==> config.mk <==
export PLATFORM = sky130hd
export DESIGN_NAME = rtc_alarm_scheduler
export DESIGN_NICKNAME = d
export VERILOG_FILES = /design/src/sv/ras_pkg.sv /design/src/sv/rtc_alarm_scheduler.sv /design/src/sv/ras_ctrl.sv /design/src/sv/ras_dp.sv
export SDC_FILE = /design/constraint.sdc
export NUM_CORES = 2
export LEC_CHECK = 0
export BUFFER_PORTS_ARGS = -buffer_cell sky130_fd_sc_hd__buf_2
export CORE_MARGIN = 4
export CORE_UTILIZATION = 30
export CTS_BUF_LIST = sky130_fd_sc_hd__clkbuf_4
export DETAILED_ROUTE_END_ITERATION = 12
export SLEW_MARGIN = 15
export SYNTH_ARGS = -nofsm -noshare
export SYNTH_HDL_FRONTEND = slang
export SYNTH_SLANG_ARGS = --single-unit
==> constraint.sdc <==
create_clock -name i_clk -period 12.36 [get_ports i_clk]
set_clock_uncertainty 0.05 [all_clocks]
set_input_delay 2.472 -clock i_clk [delete_from_list [all_inputs] [get_ports i_clk]]
set_output_delay 2.472 -clock i_clk [all_outputs]
set_load 0.02 [all_outputs]
==> src/sv/ras_pkg.sv <==
`timescale 1ns / 1ps

package ras_pkg;

    typedef enum logic [2:0] {
        KIND_TICK       = 3'd0,
        KIND_SET_TIME   = 3'd1,
        KIND_ADD_DAILY  = 3'd2,
        KIND_DEL_DAILY  = 3'd3,
        KIND_ADD_TIMER  = 3'd4,
        KIND_DEL_TIMER  = 3'd5
    } t_kind;

    typedef enum logic [1:0] {
        RES_STATUS = 2'd0,
        RES_DAILY  = 2'd1,
        RES_TIMER  = 2'd2
    } t_res_kind;

    // Width of the tick counter and of the time field.
    localparam int TimeW = 32;
    // Steps of the time-of-day reduction: multiply, back-multiply, subtract, correct.
    localparam int ModSteps = 4;
    localparam int ModCntW  = 2;

    typedef struct packed {
        logic load;         // capture the request
        logic apply;        // immediate update of the request
        logic mod_step;     // one step of time-of-day reduction
        logic scan_clr;     // restart slot scan
        logic scan_step;    // examine one slot
        logic scan_timer;   // scan timers, else daily alarms
        logic fire;         // retire best slot and emit a firing
        logic day_adv;      // advance time of day
        logic sweep_step;   // recompute one done mark
        logic emit_status;  // emit the closing status
    } t_cmd;

    typedef struct packed {
        logic is_tick;
        logic is_set;
        logic running;
        logic fwd;          // new time lies ahead of the tick count
        logic found;
        logic scan_last;
        logic mod_last;
        logic out_free;
    } t_sts;

endpackage

==> src/sv/rtc_alarm_scheduler.sv <==
`timescale 1ns / 1ps

// Seconds clock with DAILY_SLOTS daily alarms and TIMER_SLOTS one-shot timers. Each request
// (tick, set time, add or remove an alarm or timer) produces its firings, timers before daily
// alarms, each kind ordered by time and then slot, followed by one status with tlast set. The
// block takes one request at a time. Add, remove, unknown kinds and a tick while stopped go
// straight to the status. A running tick scans the timers, advances the time of day and then
// scans the daily alarms: every firing costs one full pass over the slot store through a
// single comparator. A set time reduces the new time to a time of day (reciprocal multiply,
// back-multiply, subtract, one correction), runs the timer passes when the clock moves forward
// and then rebuilds the done marks. Output stalls hold up each of these sequences.
module rtc_alarm_scheduler #(
    parameter int DAILY_SLOTS = 16,
    parameter int TIMER_SLOTS = 16,
    parameter int DAY_LENGTH  = 86400
) (
    input  logic        i_clk,
    input  logic        i_rst_n,
    input  logic        s_axis_tvalid,
    output logic        s_axis_tready,
    input  logic [39:0] s_axis_tdata,   // slot[3:0], time_value[35:4], zero[39:36]
    input  logic [2:0]  s_axis_tuser,   // kind[2:0]
    output logic        m_axis_tvalid,
    input  logic        m_axis_tready,
    output logic [39:0] m_axis_tdata,   // fired_slot[3:0], timed_out[4], accepted[5],
                                        // seconds_now[37:6], zero[39:38]
    output logic [1:0]  m_axis_tuser,   // result_kind[1:0]
    output logic        m_axis_tlast    // last
);
    import ras_pkg::*;

    t_cmd        cmd;
    t_sts        sts;
    logic [3:0]  fired_slot;
    logic        timed_out;
    logic        accepted;
    logic [31:0] seconds_now;

    ras_ctrl u_ctrl (
        .i_clk       (i_clk),
        .i_rst_n     (i_rst_n),
        .i_req_valid (s_axis_tvalid),
        .o_req_ready (s_axis_tready),
        .i_sts       (sts),
        .o_cmd       (cmd)
    );

    ras_dp #(
        .DAILY_SLOTS (DAILY_SLOTS),
        .TIMER_SLOTS (TIMER_SLOTS),
        .DAY_LENGTH  (DAY_LENGTH)
    ) u_dp (
        .i_clk        (i_clk),
        .i_rst_n      (i_rst_n),
        .i_cmd        (cmd),
        .o_sts        (sts),
        .i_kind       (s_axis_tuser),
        .i_slot       (s_axis_tdata[3:0]),
        .i_tv         (s_axis_tdata[35:4]),
        .o_valid      (m_axis_tvalid),
        .i_ready      (m_axis_tready),
        .o_res_kind   (m_axis_tuser),
        .o_fired_slot (fired_slot),
        .o_timed_out  (timed_out),
        .o_accepted   (accepted),
        .o_seconds    (seconds_now),
        .o_last       (m_axis_tlast)
    );

    assign m_axis_tdata = {2'b00, seconds_now, accepted, timed_out, fired_slot};

    // a status closes each request, and only a status
    a_last_is_status: assert property (@(posedge i_clk) disable iff (!i_rst_n)
        m_axis_tvalid |-> (m_axis_tlast == (m_axis_tuser == RES_STATUS)))
        else $error("tlast does not match a status result");

    // one request at a time: busy right after a request is taken
    a_busy_after_req: assert property (@(posedge i_clk) disable iff (!i_rst_n)
        (s_axis_tvalid && s_axis_tready) |=> !s_axis_tready)
        else $error("request taken while previous one in progress");

    // fired slot lies inside the store that fired it
    a_timer_slot_range: assert property (@(posedge i_clk) disable iff (!i_rst_n)
        (m_axis_tvalid && (m_axis_tuser == RES_TIMER))
            |-> ({2'b00, m_axis_tdata[3:0]} < 6'(TIMER_SLOTS)))
        else $error("timer firing from a slot beyond the store");

    a_daily_slot_range: assert property (@(posedge i_clk) disable iff (!i_rst_n)
        (m_axis_tvalid && (m_axis_tuser == RES_DAILY))
            |-> ({2'b00, m_axis_tdata[3:0]} < 6'(DAILY_SLOTS)) && m_axis_tdata[4])
        else $error("bad daily alarm firing");

endmodule

==> src/sv/ras_ctrl.sv <==
`timescale 1ns / 1ps

module ras_ctrl (
    input  logic          i_clk,
    input  logic          i_rst_n,
    input  logic          i_req_valid,
    output logic          o_req_ready,
    input  ras_pkg::t_sts i_sts,
    output ras_pkg::t_cmd o_cmd
);
    import ras_pkg::*;

    typedef enum logic [3:0] {
        S_IDLE,
        S_APPLY,
        S_MOD,
        S_TSCAN,
        S_TEVAL,
        S_DSCAN,
        S_DEVAL,
        S_SWEEP,
        S_STATUS
    } t_state;

    t_state r_state;
    t_state n_state;
    logic   r_fwd;
    logic   n_fwd;

    always_comb begin
        o_cmd       = '0;
        n_state     = r_state;
        n_fwd       = r_fwd;
        o_req_ready = 1'b0;
        unique case (r_state)
            S_IDLE: begin
                o_req_ready = 1'b1;
                if (i_req_valid) begin
                    o_cmd.load = 1'b1;
                    n_state    = S_APPLY;
                end
            end
            S_APPLY: begin
                o_cmd.apply = 1'b1;
                priority if (i_sts.is_tick && i_sts.running) begin
                    o_cmd.scan_clr = 1'b1;
                    n_state        = S_TSCAN;
                end else if (i_sts.is_set) begin
                    n_fwd   = i_sts.fwd;
                    n_state = S_MOD;
                end else begin
                    n_state = S_STATUS;
                end
            end
            S_MOD: begin
                o_cmd.mod_step = 1'b1;
                if (i_sts.mod_last) begin
                    o_cmd.scan_clr = 1'b1;
                    n_state        = r_fwd ? S_TSCAN : S_SWEEP;
                end
            end
            S_TSCAN: begin
                o_cmd.scan_timer = 1'b1;
                o_cmd.scan_step  = 1'b1;
                if (i_sts.scan_last) begin
                    n_state = S_TEVAL;
                end
            end
            S_TEVAL: begin
                o_cmd.scan_timer = 1'b1;
                priority if (i_sts.found) begin
                    // hold the winner until the output register frees up
                    if (i_sts.out_free) begin
                        o_cmd.fire     = 1'b1;
                        o_cmd.scan_clr = 1'b1;
                        n_state        = S_TSCAN;
                    end
                end else if (i_sts.is_tick) begin
                    o_cmd.day_adv  = 1'b1;
                    o_cmd.scan_clr = 1'b1;
                    n_state        = S_DSCAN;
                end else begin
                    o_cmd.scan_clr = 1'b1;
                    n_state        = S_SWEEP;
                end
            end
            S_DSCAN: begin
                o_cmd.scan_step = 1'b1;
                if (i_sts.scan_last) begin
                    n_state = S_DEVAL;
                end
            end
            S_DEVAL: begin
                priority if (i_sts.found) begin
                    if (i_sts.out_free) begin
                        o_cmd.fire     = 1'b1;
                        o_cmd.scan_clr = 1'b1;
                        n_state        = S_DSCAN;
                    end
                end else begin
                    n_state = S_STATUS;
                end
            end
            S_SWEEP: begin
                o_cmd.sweep_step = 1'b1;
                if (i_sts.scan_last) begin
                    n_state = S_STATUS;
                end
            end
            S_STATUS: begin
                if (i_sts.out_free) begin
                    o_cmd.emit_status = 1'b1;
                    n_state           = S_IDLE;
                end
            end
            default: begin
                n_state = S_IDLE;
            end
        endcase
    end

    always_ff @(posedge i_clk) begin
        if (!i_rst_n) begin
            r_state <= S_IDLE;
            r_fwd   <= 1'b0;
        end else begin
            r_state <= n_state;
            r_fwd   <= n_fwd;
        end
    end

endmodule

==> src/sv/ras_dp.sv <==
`timescale 1ns / 1ps

module ras_dp #(
    parameter int DAILY_SLOTS = 16,
    parameter int TIMER_SLOTS = 16,
    parameter int DAY_LENGTH  = 86400
) (
    input  logic          i_clk,
    input  logic          i_rst_n,
    input  ras_pkg::t_cmd i_cmd,
    output ras_pkg::t_sts o_sts,
    input  logic [2:0]    i_kind,
    input  logic [3:0]    i_slot,
    input  logic [31:0]   i_tv,
    output logic          o_valid,
    input  logic          i_ready,
    output logic [1:0]    o_res_kind,
    output logic [3:0]    o_fired_slot,
    output logic          o_timed_out,
    output logic          o_accepted,
    output logic [31:0]   o_seconds,
    output logic          o_last
);
    import ras_pkg::*;

    localparam int DW  = $clog2(DAY_LENGTH);
    localparam int DIW = (DAILY_SLOTS > 1) ? $clog2(DAILY_SLOTS) : 1;
    localparam int TIW = (TIMER_SLOTS > 1) ? $clog2(TIMER_SLOTS) : 1;
    localparam int SW  = (DIW > TIW) ? DIW : TIW;
    // floor(2^32 / DAY_LENGTH); the quotient estimate is exact or one short
    localparam logic [TimeW-1:0] RecipM = TimeW'((64'd1 << TimeW) / DAY_LENGTH);

    // captured request
    logic [2:0]        r_kind;
    logic [3:0]        r_slot;
    logic [TimeW-1:0]  r_tv;

    // clock state
    logic [TimeW-1:0]  r_tick;
    logic [DW-1:0]     r_day;
    logic              r_running;

    // slot stores
    logic [DW-1:0]          r_dtime [DAILY_SLOTS];
    logic [DAILY_SLOTS-1:0] r_dvalid;
    logic [DAILY_SLOTS-1:0] r_ddone;
    logic [TimeW-1:0]       r_ttime [TIMER_SLOTS];
    logic [TIMER_SLOTS-1:0] r_tvalid;

    logic              r_acc;

    // minimum search
    logic [SW-1:0]     r_idx;
    logic              r_found;
    logic [TimeW-1:0]  r_best_time;
    logic [SW-1:0]     r_best_idx;

    // time-of-day reduction by reciprocal multiplication
    logic [2*TimeW-1:0] r_mprod;
    logic [TimeW-1:0]   r_qd;
    logic [DW:0]        r_rest;
    logic [ModCntW-1:0] r_mod_cnt;

    // output register
    logic              r_ovalid;
    t_res_kind         r_okind;
    logic [3:0]        r_oslot;
    logic              r_otmo;
    logic              r_oacc;
    logic [TimeW-1:0]  r_osec;
    logic              r_olast;

    logic              is_tick;
    logic              is_set;
    logic              slot_d_ok;
    logic              slot_t_ok;
    logic [DIW-1:0]    d_sel;
    logic [TIW-1:0]    t_sel;
    logic              fwd;
    logic              acc_calc;
    logic [TIW-1:0]    ti;
    logic [DIW-1:0]    di;
    logic [TIW-1:0]    tb;
    logic [DIW-1:0]    db;
    logic [TimeW-1:0]  d_time_ext;
    logic              t_cand;
    logic              d_cand;
    logic              cand;
    logic              scan_last;
    logic              mod_ge;
    logic [DW-1:0]     rem_nxt;
    logic              mod_last;
    logic              out_free;
    logic              day_wrap;

    assign is_tick   = (r_kind == KIND_TICK);
    assign is_set    = (r_kind == KIND_SET_TIME);
    assign slot_d_ok = {2'b00, r_slot} < 6'(DAILY_SLOTS);
    assign slot_t_ok = {2'b00, r_slot} < 6'(TIMER_SLOTS);
    assign d_sel     = DIW'(r_slot);
    assign t_sel     = TIW'(r_slot);
    assign fwd       = r_tv > r_tick;

    always_comb begin
        unique case (r_kind)
            KIND_TICK:      acc_calc = r_running;
            KIND_SET_TIME:  acc_calc = 1'b1;
            KIND_ADD_DAILY: acc_calc = slot_d_ok && (r_tv < TimeW'(DAY_LENGTH));
            KIND_DEL_DAILY: acc_calc = slot_d_ok && r_dvalid[d_sel];
            KIND_ADD_TIMER: acc_calc = slot_t_ok && fwd;
            KIND_DEL_TIMER: acc_calc = slot_t_ok && r_tvalid[t_sel];
            default:        acc_calc = 1'b0;
        endcase
    end

    assign ti         = r_idx[TIW-1:0];
    assign di         = r_idx[DIW-1:0];
    assign tb         = r_best_idx[TIW-1:0];
    assign db         = r_best_idx[DIW-1:0];
    assign d_time_ext = TimeW'(r_dtime[di]);

    // strict less-than keeps the lowest slot among equal times
    assign t_cand = r_tvalid[ti] && (r_ttime[ti] <= r_tick)
                    && (!r_found || (r_ttime[ti] < r_best_time));
    assign d_cand = r_dvalid[di] && !r_ddone[di] && (r_dtime[di] <= r_day)
                    && (!r_found || (d_time_ext < r_best_time));
    assign cand   = i_cmd.scan_timer ? t_cand : d_cand;

    assign scan_last = i_cmd.scan_timer ? (r_idx == SW'(TIMER_SLOTS - 1))
                                        : (r_idx == SW'(DAILY_SLOTS - 1));

    assign mod_ge   = r_rest >= (DW + 1)'(DAY_LENGTH);
    assign rem_nxt  = mod_ge ? DW'(r_rest - (DW + 1)'(DAY_LENGTH)) : DW'(r_rest);
    assign mod_last = (r_mod_cnt == ModCntW'(ModSteps - 1));

    assign out_free = !r_ovalid || i_ready;
    assign day_wrap = (r_day == DW'(DAY_LENGTH - 1));

    assign o_sts.is_tick   = is_tick;
    assign o_sts.is_set    = is_set;
    assign o_sts.running   = r_running;
    assign o_sts.fwd       = fwd;
    assign o_sts.found     = r_found;
    assign o_sts.scan_last = scan_last;
    assign o_sts.mod_last  = mod_last;
    assign o_sts.out_free  = out_free;

    always_ff @(posedge i_clk) begin
        if (!i_rst_n) begin
            r_tick    <= '0;
            r_day     <= '0;
            r_running <= 1'b0;
            r_dvalid  <= '0;
            r_ddone   <= '0;
            r_tvalid  <= '0;
            r_idx     <= '0;
            r_found   <= 1'b0;
            r_mod_cnt <= '0;
            r_ovalid  <= 1'b0;
        end else begin
            if (i_cmd.apply) begin
                unique case (r_kind)
                    KIND_TICK: begin
                        if (r_running) begin
                            r_tick <= r_tick + TimeW'(1);
                        end
                    end
                    KIND_SET_TIME: begin
                        r_tick    <= r_tv;
                        r_running <= 1'b1;
                        r_mod_cnt <= '0;
                    end
                    KIND_ADD_DAILY: begin
                        if (acc_calc) begin
                            r_dvalid[d_sel] <= 1'b1;
                            r_ddone[d_sel]  <= (r_tv[DW-1:0] <= r_day);
                        end
                    end
                    KIND_DEL_DAILY: begin
                        if (slot_d_ok) begin
                            r_dvalid[d_sel] <= 1'b0;
                            r_ddone[d_sel]  <= 1'b0;
                        end
                    end
                    KIND_ADD_TIMER: begin
                        if (acc_calc) begin
                            r_tvalid[t_sel] <= 1'b1;
                        end
                    end
                    KIND_DEL_TIMER: begin
                        if (slot_t_ok) begin
                            r_tvalid[t_sel] <= 1'b0;
                        end
                    end
                    default: begin
                    end
                endcase
            end

            if (i_cmd.mod_step) begin
                r_mod_cnt <= r_mod_cnt + ModCntW'(1);
                if (mod_last) begin
                    r_day <= rem_nxt;
                end
            end

            if (i_cmd.scan_clr) begin
                r_idx   <= '0;
                r_found <= 1'b0;
            end else if (i_cmd.scan_step) begin
                r_idx <= r_idx + SW'(1);
                if (cand) begin
                    r_found <= 1'b1;
                end
            end else if (i_cmd.sweep_step) begin
                r_idx       <= r_idx + SW'(1);
                r_ddone[di] <= r_dvalid[di] && (r_dtime[di] <= r_day);
            end

            if (i_cmd.fire) begin
                if (i_cmd.scan_timer) begin
                    r_tvalid[tb] <= 1'b0;
                end else begin
                    r_ddone[db] <= 1'b1;
                end
            end

            if (i_cmd.day_adv) begin
                if (day_wrap) begin
                    r_day   <= '0;
                    r_ddone <= '0;
                end else begin
                    r_day <= r_day + DW'(1);
                end
            end

            if (i_cmd.fire || i_cmd.emit_status) begin
                r_ovalid <= 1'b1;
            end else if (i_ready) begin
                r_ovalid <= 1'b0;
            end
        end
    end

    always_ff @(posedge i_clk) begin
        if (i_cmd.load) begin
            r_kind <= i_kind;
            r_slot <= i_slot;
            r_tv   <= i_tv;
        end

        if (i_cmd.apply) begin
            r_acc <= acc_calc;
            if ((r_kind == KIND_ADD_DAILY) && acc_calc) begin
                r_dtime[d_sel] <= r_tv[DW-1:0];
            end
            if ((r_kind == KIND_ADD_TIMER) && acc_calc) begin
                r_ttime[t_sel] <= r_tv;
            end
        end

        // estimate the quotient, multiply back, subtract; the last step corrects
        if (i_cmd.mod_step) begin
            unique case (r_mod_cnt)
                ModCntW'(0): r_mprod <= (2 * TimeW)'(r_tv) * (2 * TimeW)'(RecipM);
                ModCntW'(1): r_qd    <= r_mprod[2*TimeW-1:TimeW] * TimeW'(DAY_LENGTH);
                ModCntW'(2): r_rest  <= (DW + 1)'(r_tv - r_qd);
                default: begin
                end
            endcase
        end

        if (i_cmd.scan_step && cand) begin
            r_best_time <= i_cmd.scan_timer ? r_ttime[ti] : d_time_ext;
            r_best_idx  <= r_idx;
        end

        if (i_cmd.fire) begin
            r_okind <= i_cmd.scan_timer ? RES_TIMER : RES_DAILY;
            r_oslot <= 4'(r_best_idx);
            // timers caught up by a set time are not timed out
            r_otmo  <= i_cmd.scan_timer ? is_tick : 1'b1;
            r_oacc  <= 1'b0;
            r_osec  <= r_tick;
            r_olast <= 1'b0;
        end else if (i_cmd.emit_status) begin
            r_okind <= RES_STATUS;
            r_oslot <= '0;
            r_otmo  <= 1'b0;
            r_oacc  <= r_acc;
            r_osec  <= r_tick;
            r_olast <= 1'b1;
        end
    end

    assign o_valid      = r_ovalid;
    assign o_res_kind   = r_okind;
    assign o_fired_slot = r_oslot;
    assign o_timed_out  = r_otmo;
    assign o_accepted   = r_oacc;
    assign o_seconds    = r_osec;
    assign o_last       = r_olast;

endmodule

Yosys cells after proc, flatten, opt, wreduce, memory -nomap -nowiden
Memories as Yosys holds them, arrays and structs flattened. A register that Yosys moved wholly into a read port is not among the register bits.
Index checks and enable logic that the tools add are counted.
Widths: inputs -> output; s select.
{"block": "word_totals", "romBits": 0, "mem_bits_rw": 784, "memories": 2, "latch_bits": 0, "out_inout_bits": 45, "wordCells": 247, "regBits": 304, "in_bits": 47}
{"name": "u_dp.r_ttime", "words": 16, "width": 32, "rd": 1, "rd_ports_with_merged_regs": 1, "write_ports": 1, "line": "ras_dp.sv:47", "source": "logic [TimeW-1:0] r_ttime [TIMER_SLOTS];"}
{"name": "u_dp.r_dtime", "words": 16, "width": 17, "rd": 1, "rd_ports_with_merged_regs": 1, "write_ports": 1, "line": "ras_dp.sv:44", "source": "logic [DW-1:0] r_dtime [DAILY_SLOTS];"}
{"block": "op_classes", "n_bitwise": 11, "n_addsub": 6, "order_cmp": 14, "n_eq_ne": 28, "n_reduce_logical": 47, "shift": 0, "n_div": 0, "muxes": 109, "multipliers": 2}
{"op": "$mux 16", "count": 17}
{"op": "$mux 17", "count": 6}
{"op": "$mux 32", "count": 3}
{"op": "$pmux 16 s2", "count": 3}
{"op": "$mux 4", "count": 20}
{"op": "$and 16x16->16", "count": 4}
{"op": "$pmux 32 s2", "count": 1}
{"op": "$or 16x16->16", "count": 3}
{"op": "$mul 32x15->47 const B", "count": 1}
{"op": "$mux 1", "count": 38}
{"op": "$pmux 4 s9", "count": 1}
{"op": "$le 17x17->1", "count": 2}
{"op": "$add 32x1->32 const B", "count": 1}
{"op": "$bwmux 16", "count": 2}
{"op": "$gt 32x32->1", "count": 1}
{"op": "$le 32x32->1", "count": 1}
{"op": "$lt 17x32->1", "count": 1}
{"op": "$lt 32x17->1 const B", "count": 1}
{"op": "$lt 32x32->1", "count": 1}
{"op": "$not 16->16", "count": 2}
{"op": "$bmux 1 s4", "count": 5}
{"op": "$ge 18x17->1 const B", "count": 1}
{"op": "$reduce_bool 2->1", "count": 9}
{"op": "$sub 18x18->18", "count": 1}
{"op": "other kinds (36)", "count": 92}

Depth between registers and ports, before layout
{"block": "depth", "depth_word": 19, "depth_mapped": 19, "depth_no_buf": 19}

Hierarchy
Synthesis repeated with hierarchy kept, for this count alone.
{"block": "unflattened", "cells_unflattened": 3625, "hier_area_um2": 53557.6}
{"mod": "ras_dp", "area_per_inst_um2": 52970.8, "cells_each": 3544, "seq_area_each_um2": 30439.2, "instances": 1}
{"mod": "ras_ctrl", "area_per_inst_um2": 553.0, "cells_each": 76, "seq_area_each_um2": 100.1, "instances": 1}
{"mod": "rtc_alarm_scheduler", "area_per_inst_um2": 33.8, "cells_each": 5, "seq_area_each_um2": 0.0, "instances": 1}

Least setup slack after synthesis
Ideal clock, no wire load.
{"block": "synth_timing", "kind": "register to register", "start": "reg u_dp.r_tv[12]", "end": "reg u_dp.r_mprod[36], data pin", "path_buffers": 0, "period_less_slack_ns": 6.112, "setup_ns": 0.258, "path_stages_with_launch": 20, "arrival_time_ns": 5.804, "path_slack_ns": 6.248, "t_required_ns": 12.052, "path_cell_list": "edfxtp_1 inv_1 fa_1 inv_1 ha_1 ha_1 inv_1 fa_1 fa_1 inv_1 fa_1 ha_1 a2111oi_0 o21ai_0 a211oi_1 nor4_1 or3b_2 a21o_1 a21oi_1 xnor2_1"}
{"block": "synth_between", "elab_chain_cells": 1}
{"item": "from (decl)", "line": "ras_dp.sv:36", "source": "logic [TimeW-1:0] r_tv;"}
{"item": "from (signal assigned)", "line": "ras_dp.sv:249", "source": "r_tv <= i_tv;"}
{"item": "$mul 32x15->47", "line": "ras_dp.sv:265", "source": "ModCntW'(0): r_mprod <= (2 * TimeW)'(r_tv) * (2 * TimeW)'(RecipM);"}
{"item": "to (signal assigned)", "line": "ras_dp.sv:265"}
{"item": "to (decl)", "line": "ras_dp.sv:59", "source": "logic [2*TimeW-1:0] r_mprod;"}
Every way passes these cells.
A chain may end at the register's enable or synchronous reset.

Final worst setup path
Same ends and word-level chain as after synthesis.

==> reports/qor.txt <==
Post-synth EDFFs: 939
Crit-path max FO: 40
FF-to-FF End: u_dp.r_mprod[36]$_DFFE_PP_
Peak VDD IR: 0.0005220 V
Initial antenna violation count: 13
CTS Buf Count: 304
Leakage: 21.76 nW
Final ANT Viol Nets: 0
Starting Density: 30.29%
CP max stage delay: 0.73 ns
CP cell instances: buf_4 -> inv_1 -> fa_1 -> inv_1 -> ha_1 -> ha_1 -> inv_1 -> fa_1 -> fa_1 -> inv_1 -> fa_1 -> ha_1 -> a2111oi_0 -> o21ai_0 -> a211oi_1 -> nor4_1 -> or3b_2 -> a21o_1 -> a21oi_1 -> xnor2_1
Cell count of the worst hold path: 2
Die Ht: 430.6 µm
Post-synth top flop: edfxtp_1
Clk sinks: 1056
NumNets Final: 4537
First-pass DRT Iterations: 5
Maximum clock rate: 0.1317 GHz
Synth async-reset ratio: 0%
Routability cong.: 0.8756
Non-Filler Instances: 6507
I/O Pins: 92
Setup CP Type: reg2reg
DP HPWL: 95190 µm
Worst slew pin tran: 1.135 ns
Average instance area after synthesis: 14.79 µm²
Port-buffer cells: 85
Synthesis-to-layout area growth: 13.30%
Max-cap violations: 0
Remaining DRCs: 0
Pwr Density: 242.1 nW/µm²
Critical Path Source Type: register
Drt via density: 5.104
WL final: 150900 µm
Min cycle time layout: 7.594 ns
WP data arrival: 8.49 ns
Worst R2R Path Depth: 20
DR WL/cell: 23.18 µm
Worst setup EP type: register
Status: complete, no violations
Syn. warnings: 0
Die Area: 185400 µm²
Grt ovf: 0
Vias: 33211
Hold Path End: u_dp.o_last$_SDFFE_PP0P_
Clock slew at reported path FFs: 0.06 ns
Vias in the first global route: 33459
Clk_lat worst skew: 1.21 ns
Yosys reg bits: 1056
Synth cell types: 79
Global-route wire length before repair: 221300 µm
RR Startpoint: u_dp.r_tv[12]$_DFFE_PP_
H-tree depth: 5
Mapped Cells: 3623
Placed cell count: 5994
Most frequent cells in the layout: edfxtp_1 (939), clkbuf_4 (429), ha_1 (393)
CP top delay family: adder cells
Total track usage: 16.14%
Max stage delay cell, worst path: a2111oi_0
Final core utilization: 34.32%
Drt initial violations: 3157
CTS tree: built
Worst hold start: u_dp.o_last$_SDFFE_PP0P_
CTS Hold Bufs: 0
CTS resizes: 0
Final setup TNS: 0 ns
Post-CTS Repair Setup Buffers: 0
Most common cell after layout, fill and taps aside: edfxtp_1
Rel. slew slack: 24.18%
Clock Tree Buf Depth: 4
Max Transition Viols Final: 0
Site Rows: 154
CP Data Required Time: 13.25 ns
Root buffer cell: clkbuf_4
Crit share post-route: 61.44%
Sequential cell area fraction in the yosys report: 57.00%
Reg2Reg Setup Slack: 4.77 ns
CORE AREA: 176900 µm²
CP bufs+invs: 5
RSZ-0062 raised after global routing: false
Largest net degree at the start of global routing: 94
Final setup fails: 0
Horiz. Die Dim: 430.6 µm
Synthesized area: 53580 µm²
Final hold vios: 0
Share of cells above drive strength 1: 23.39%
Hold/Removal Path Class: reg2reg
==> metrics by stage <==
step	setup WS (ns)	hold slack [ns]	area, µm²	power (mW)
floorplan	6.248	0.3564	53580	9.584
global placement	4.626	0.3883	57120	11.66
detailed placement	4.585	0.4025	57120	11.68
CTS	4.560	0.4122	60660	14.93
global route	4.264	0.4259	60690	16.15
finish	4.766	0.4137	60700	14.70
==> area by class of cell <==
type	instances	area (µm²)
clock buffer	429	3221
fill	17279	116200
antenna	11	27.53
clock inverter	73	326.6
multi-input combinational	2056	21150
tap	2340	2928
inverter	370	1389
sequential	1056	30550
timing repair buffer	172	1104
==> cell usage after synthesis, drive strengths merged (50+ instances only) <==
master / n / area share [%]
nand2: 141 / 0.99
inv: 370 / 2.6
o21ai: 155 / 1.5
clkbuf: 95 / 0.67
ha: 393 / 9.2
fa: 137 / 5.1
dfxtp: 117 / 4.4
and2: 50 / 0.58
nand3: 70 / 0.65
mux4: 268 / 11
edfxtp: 939 / 53
nor2: 142 / 0.99
nand4: 52 / 0.61
a21oi: 162 / 1.5
==> power by group <==
part,internal [mW],switching [mW],total [mW],leakage (nW)
combinational,2.93,4.27,7.20,10.2
sequential,4.33,0.0945,4.42,9.43
clock,1.61,1.47,3.08,2.15
total,8.87,5.83,14.7,21.8
==> worst min-delay path: cells and delay by family, from the launching register on <==
kind / cells / cell delay, ns
compound gates: 1 / 0.05
flops: 1 / 0.31
buf+inv: 1 / 0.05
==> state kept, by name, indices dropped and copies added (netlist names), 11 cells and up, named ones only <==
signal / cells
u_dp.r_rest: 18
u_dp.o_seconds: 32
u_dp.r_qd: 11
u_dp.r_tvalid: 16
u_dp.r_best_time: 32
u_dp.r_dtime: 272
u_dp.r_day: 17
u_dp.r_mprod: 11
u_dp.r_tick: 32
u_dp.r_ddone: 16
u_dp.r_ttime: 512
u_dp.r_tv: 32
==> how the worst max path moves through the flow <==
stage	start	cells past startpoint	endpoint
CTS	u_dp.r_tv[12]$_DFFE_PP_	20	u_dp.r_mprod[36]$_DFFE_PP_
detailed placement	u_dp.r_tv[12]$_DFFE_PP_	20	u_dp.r_mprod[36]$_DFFE_PP_
global placement	u_dp.r_tv[12]$_DFFE_PP_	20	u_dp.r_mprod[36]$_DFFE_PP_
global route	u_dp.r_tv[12]$_DFFE_PP_	20	u_dp.r_mprod[36]$_DFFE_PP_
finish	u_dp.r_tv[12]$_DFFE_PP_	20	u_dp.r_mprod[36]$_DFFE_PP_
floorplan	u_dp.r_tv[12]$_DFFE_PP_	19	u_dp.r_mprod[36]$_DFFE_PP_
==> logic make-up (layout without fill, tap and decap cells) <==
family	count (synthesis)	count (layout)	share of synthesized area [%]
compound gates	545	545	6.348
xor+xnor	47	47	0.7684
fa+ha+maj	530	530	14.30
buf+inv	512	1044	3.683
flops	1056	1056	57.00
mux	296	296	11.88
other cells	1	13	0.007000
simple gates	636	636	6.009
==> layer usage <==
metal / global-route usage [%] / share of wire (%) / vias to the layer above
met4: 5.872 / 3.3 / 0
li1: - / - / 14667
met1: 22.26 / 43 / 16818
met2: 25.27 / 46 / 1417
met3: 3.257 / 7.6 / 309
met5: 0 / 0 / -
(Power assumes the default switching activity.)
